### config.mk
export PLATFORM = sky130hd
export DESIGN_NAME = swlf_ctrl
export DESIGN_NICKNAME = d
export VERILOG_FILES = /design/src/hdl/swlf_pkg.sv /design/src/hdl/swlf_ctrl.sv
export SDC_FILE = /design/constraint.sdc
export NUM_CORES = 1
export LEC_CHECK = 0
export ABC_AREA = 0
export BUFFER_PORTS_ARGS = -buffer_cell sky130_fd_sc_hd__buf_2
export CELL_PAD_IN_SITES_DETAIL_PLACEMENT = 2
export CELL_PAD_IN_SITES_GLOBAL_PLACEMENT = 2
export CORE_UTILIZATION = 24
export CTS_BUF_LIST = sky130_fd_sc_hd__clkbuf_2 sky130_fd_sc_hd__clkbuf_4 sky130_fd_sc_hd__clkbuf_8
export CTS_CLUSTER_DIAMETER = 30
export DETAILED_ROUTE_END_ITERATION = 7
export PLACE_DENSITY_LB_ADDON = 0.25
export SLEW_MARGIN = 30
export SYNTH_ARGS = -nofsm -noshare
export SYNTH_HDL_FRONTEND = slang
export SYNTH_SLANG_ARGS = --single-unit
### constraint.sdc
create_clock -name clk -period 1.9 [get_ports clk]
set_input_delay 0.57 -clock clk [delete_from_list [all_inputs] [get_ports clk]]
set_output_delay 0.57 -clock clk [all_outputs]
set_load 0.01 [all_outputs]
### src/hdl/swlf_pkg.sv
package swlf_pkg;

	typedef struct packed {
		logic [15:0] delta_x;
		logic signed [31:0] sample;
	} swlf_in_t;

	typedef struct packed {
		logic signed [31:0] slope;
		logic signed [31:0] fitted_value;
		logic [30:0] mean_abs_residual;
		logic fit_valid;
	} swlf_out_t;

	typedef enum logic [3:0] {
		ST_IDLE,
		ST_SHIFT,
		ST_APPEND,
		ST_SUM,
		ST_PROD,
		ST_DIV,
		ST_FIT,
		ST_RES,
		ST_MEAN,
		ST_OUT
	} swlf_state_t;

	// Controller to datapath commands
	typedef struct packed {
		logic load_in;
		logic shift_step;
		logic append;
		logic clr_acc;
		logic sum_step;
		logic prod_start;
		logic prod_step;
		logic div_start;
		logic div_step;
		logic div_sel;
		logic commit;
		logic fit_calc;
		logic res_step;
		logic mean_start;
		logic mean_step;
		logic out_load;
	} swlf_cmd_t;

	// Datapath to controller status
	typedef struct packed {
		logic need_shift;
		logic idx_last;
		logic prod_done;
		logic div_done;
		logic mean_done;
	} swlf_stat_t;

	localparam int WL_BITS = 6;
	localparam int NUM_BITS = 128;

endpackage

### src/hdl/swlf_ctrl.sv
module swlf_ctrl
	import swlf_pkg::*;
(
	input  logic clk,
	input  logic arst_n,
	input  logic in_valid,
	output logic in_stall,
	input  logic out_full,
	input  swlf_stat_t stat,
	output swlf_cmd_t cmd
);

	swlf_state_t state_q, state_d;
	logic sel_q, sel_d;

	// Hold state
	always_ff @(posedge clk or negedge arst_n) begin
		if (!arst_n) begin
			state_q <= ST_IDLE;
			sel_q <= 1'b0;
		end else begin
			state_q <= state_d;
			sel_q <= sel_d;
		end
	end

	// Sequence one item through the datapath
	always_comb begin
		state_d = state_q;
		sel_d = sel_q;
		cmd = '0;
		cmd.div_sel = sel_q;
		in_stall = 1'b1;
		case (state_q)
			ST_IDLE: begin
				in_stall = 1'b0;
				if (in_valid) begin
					cmd.load_in = 1'b1;
					state_d = stat.need_shift ? ST_SHIFT : ST_APPEND;
				end
			end
			ST_SHIFT: begin
				cmd.shift_step = 1'b1;
				if (stat.idx_last) state_d = ST_APPEND;
			end
			ST_APPEND: begin
				cmd.append = 1'b1;
				cmd.clr_acc = 1'b1;
				state_d = ST_SUM;
			end
			ST_SUM: begin
				cmd.sum_step = 1'b1;
				if (stat.idx_last) begin
					cmd.prod_start = 1'b1;
					state_d = ST_PROD;
				end
			end
			ST_PROD: begin
				cmd.prod_step = 1'b1;
				if (stat.prod_done) begin
					cmd.div_start = 1'b1;
					cmd.div_sel = 1'b0;
					sel_d = 1'b0;
					state_d = ST_DIV;
				end
			end
			ST_DIV: begin
				cmd.div_step = 1'b1;
				if (stat.div_done) begin
					if (!sel_q) begin
						sel_d = 1'b1;
						cmd.div_start = 1'b1;
						cmd.div_sel = 1'b1;
					end else begin
						state_d = ST_FIT;
					end
				end
			end
			ST_FIT: begin
				cmd.commit = 1'b1;
				state_d = ST_RES;
			end
			ST_RES: begin
				if (sel_q) begin
					cmd.fit_calc = 1'b1;
					sel_d = 1'b0;
				end else begin
					cmd.res_step = 1'b1;
					if (stat.idx_last) begin
						cmd.mean_start = 1'b1;
						state_d = ST_MEAN;
					end
				end
			end
			ST_MEAN: begin
				cmd.mean_step = 1'b1;
				if (stat.mean_done) state_d = ST_OUT;
			end
			ST_OUT: begin
				if (!out_full) begin
					cmd.out_load = 1'b1;
					state_d = ST_IDLE;
				end
			end
			default: state_d = ST_IDLE;
		endcase
	end

endmodule

Word level (Yosys, flattened, before mapping)
Cells that the tools add are included.

word-level totals
  register bits = 5
  input port bits = 9
  output and inout bits = 17
  logic and storage cells = 60

operators by class
  eq/ne operators = 19
  multiplexer cells = 36
  reductions and logical operators = 3

operator list
  cell                  number
  $mux W4               10
  $pmux W4 S10          1
  $ne A2 B2 Y1 const B  10
  $mux W1               17
  $eq A4 B3 Y1 const B  4
  $reduce_and A10 Y1    1
  $eq A4 B2 Y1 const B  2
  $eq A4 B4 Y1 const B  2
  $mux W2               4
  $eq A4 B1 Y1 const B  1
  $logic_not A4 Y1      1
  $pmux W1 S2           2
  $mux W3               1
  $pmux W1 S3           1
  $reduce_bool A3 Y1    1

Logic depth before layout (Yosys ltp)
  depth after elaboration = 3
  gate-level depth with buffers = 5
  gate-level depth less buffers = 4

Worst setup path after synthesis
OpenSTA, ideal clock, no wires.

  kind = register to output
  start point = reg state_q[3]
  end point = out cmd[13] (netlist bit)
  arrival = 1.239 ns
  data required time = 1.330 ns
  slack = 0.091 ns
  stages on the path, launching flop included = 5
  buffers on the path = 3
  path through = dfrtp_1 -> buf_6 -> clkbuf_1 -> nor3_1 -> buf_4

RTL lines
  what                      RTL line         text
  start: declaration        swlf_ctrl.sv:13  swlf_state_t state_q, state_d;
  start signal: assignment  swlf_ctrl.sv:22  state_q <= state_d;
  end: declaration          swlf_ctrl.sv:10  output swlf_cmd_t cmd

==> summary.txt <==
Status
  – Status: finished, violations left
  – Failing checks: setup timing

Detailed routing
  – ANT nets after route: 0
  – Via/cell ratio: between 5 and 6
  – Via count: approximately 810
  – Drt pass-1 iters: 3
  – Initial DRC count: 13
  – Avg WL per Cell: 20.7 um
  – Final WL: ~3300 um
  – DRC viols: 0

Setup path
  – Req. time, crit path: between 1 and 1.5 ns
  – Worst path top cell family by delay: flip-flops
  – Crit Path Max Fanout: 4
  – Critical path's slowest cell: dfrtp_1
  – CP Launch Type: flip-flop
  – Critical-path cell list: buf_6, buf_4, nor3_2, and2_1, buf_2
  – Crit Path Class: reg2out
  – Slowest stage delay, CP: ~0.43 ns
  – R2R depth: 6
  – Crit path depth: 5
  – CP Capture Type: output port
  – Worst Path Arrival: approximately 1.4 ns
  – Number of buffers and inverters on the critical path: 3

Synthesis
  – Synth Register Bits: 5
  – Ys Warns: 0
  – Post-synth top area cell: dfrtp_1
  – Top cells by area, synth: dfrtp_1 22%, nor2_1 8.1%, a31oi_1 6.7%
  – Synthesized area: roughly 560 um2
  – Post-Syn Instances: 81
  – Unique masters post-synth: 26
  – Post-Syn Nets: 90
  – Sequential-to-total area share from yosys stat: 0.224
  – EDFF count, synth: 0
  – Synth Flop Type: dfrtp_1
  – Avg Inst Size Synth: between 6 and 7 um2
  – Share of the synthesized area in the top cell type: 0.224
  – Ys async rst share: 1.00

Timing
  – Final worst-path cycle share: 1.06
  – Final setup margin: -0.108 ns
  – Max Freq: between 400 and 500 MHz
  – Hold Vio Cnt, Final: 0
  – Clock skew: roughly 0.00033 ns
  – Unrepaired setup endpoints after global routing: yes
  – Setup tns final: -0.445 ns
  – Hold WS: 0.130 ns
  – Tmin final: ~2.0 ns
  – Worst-Margin Slew: between 0.5 and 0.6 ns
  – Final setup fails: 8
  – Slew Viols, Final: 0
  – Max-slew headroom: 0.650

Global routing
  – GRT Util Overall: 0.221
  – Congestion Overflow GR: 0
  – Pin count of the biggest net entering global routing: 11
  – Initial antenna violation count: 0
  – Number of global-route vias before repair: 800
  – First-pass GRT wire length: roughly 4200 um

Power and ir drop
  – Power Density: around 2000 nW/um2
  – VDD IR max: between 0.9 and 1 mV
  – Leak Pwr: ~0.52 nW
  – Power, Total: 2.24 mW

CTS
  – Clock transition at the registers of the reported paths: around 0.040 ns
  – CTS Hold Bufs: 0
  – Clock sink count: 5
  – Skew-Pair Late Insertion Delay: roughly 0.24 ns
  – CTS Buf Count: 3
  – Clock Tree Buf Depth: 2
  – CTS tree: built
  – H-Tree Depth: 1
  – Root buffer cell: clkbuf_4

Placed design
  – Routability cong.: about 0.79
  – I/O Buffers: 25
  – Post-DP HPWL: 1660 um
  – Placed cell area: ~760 um2

Floorplan
  – Die H: approximately 50 um
  – Core Box Area: 2210 um2
  – Initial Util: 0.253
  – Rows: 17
  – Die W: a little over 50 um
  – Total die area: around 2500 um2
  – IO Count: 26

Final layout
  – Multi-input combinational cell area: slightly below 500 um2
  – Commonest non-fill, non-tap cell in the layout: buf_2
  – Ant diodes: 0
  – Design Area, Final: 1100 um2
  – Filler Cell Count: 264
  – Most frequent cells in the layout: 24 x buf_2, 20 x buf_4, 9 x nor2_1, 9 x buf_6
  – Share of layout cells above drive strength 1: 0.614
  – Fin nets: between 100 and 150
  – Area Growth Syn to Fin: 96.6%
  – Seq. cell area: ~130 um2

Flow run
  – Max cap viols: 0

Worst hold path
  – Hold WC Path Type: in2async
-- power by group --
group	total [mW]	switching (mW)	internal (mW)	leakage, nW
combinational	1.82	0.916	0.905	0.445
clock	0.140	0.0465	0.0938	0.0184
sequential	0.275	0.109	0.165	0.0588
total	2.24	1.07	1.16	0.522
-- final cells by class --
cell class | count | area share
multi-input combinational | 67 | 0.447
timing repair buffer | 55 | 0.374
sequential | 5 | 0.116
tap | 28 | 0.0319
clock buffer | 4 | 0.0273
inverter | 1 | 0.00341
-- routing by layer --
metal / GRT usage / wire [um]
met1: 0.266 / 1480
met3: 0.0424 / 88
met5: 0 / 0
met2: 0.402 / 1680
met4: 0.0381 / 65
-- state kept, by name (all words and copies together) (netlist names) --
name and flops:
state_q 4, sel_q 1
-- per-stage QoR --
step,util,setup WS [ns],std cells
2_1_floorplan,-,0.0908,81
6_report,0.497,-0.108,160
3_5_place_dp,0.346,0.115,139
5_1_grt,0.497,-0.179,160
4_1_cts,0.425,-0.0725,154
3_3_place_gp,0.346,0.131,139
-- final timing paths --
check | start | endpoint | slack [ns]
setup / recovery | state_q[3]$_DFFE_PN0P_ | cmd[10] | -0.11
hold / removal | arst_n | state_q[2]$_DFFE_PN0P_ | 0.13
setup reg to reg | state_q[2]$_DFFE_PN0P_ | state_q[3]$_DFFE_PN0P_ | 0.08
hold reg to reg | state_q[0]$_DFFE_PN0P_ | state_q[0]$_DFFE_PN0P_ | 0.75
max in group asynchronous | arst_n | state_q[1]$_DFFE_PN0P_ | 1.63
min in group clk | stat[1] | sel_q$_DFFE_PN0P_ | 0.71
-- cells by family after synthesis --
| kind of cell | synth area share |
|---|---|
| AND/OR/NAND/NOR | 0.477 |
| buffers and inverters | 0.101 |
| flip-flops | 0.224 |
| AO/OA/AOI/OAI | 0.181 |
| multiplexers | 0.0179 |
-- cells in the mapped netlist, types with 3 or more instances --
cell	instances
buf_4	3
nor3_1	7
a31oi_1	6
nand2_1	8
nand2b_1	5
buf_2	3
nand3_1	3
a21oi_1	6
and2_1	4
dfrtp_1	5
nor2_1	12
-- repair_timing --
| item | 4_1_cts | 5_1_grt |
|---|---|---|
| cloned | 0 | 0 |
| endpoints found under the setup margin | 15 | 14 |
| resized for setup | 18 | 22 |
| pin swaps | 8 | 7 |
| setup buffers | 11 | 6 |
No activity file was read; power rests on OpenSTA's default activity.
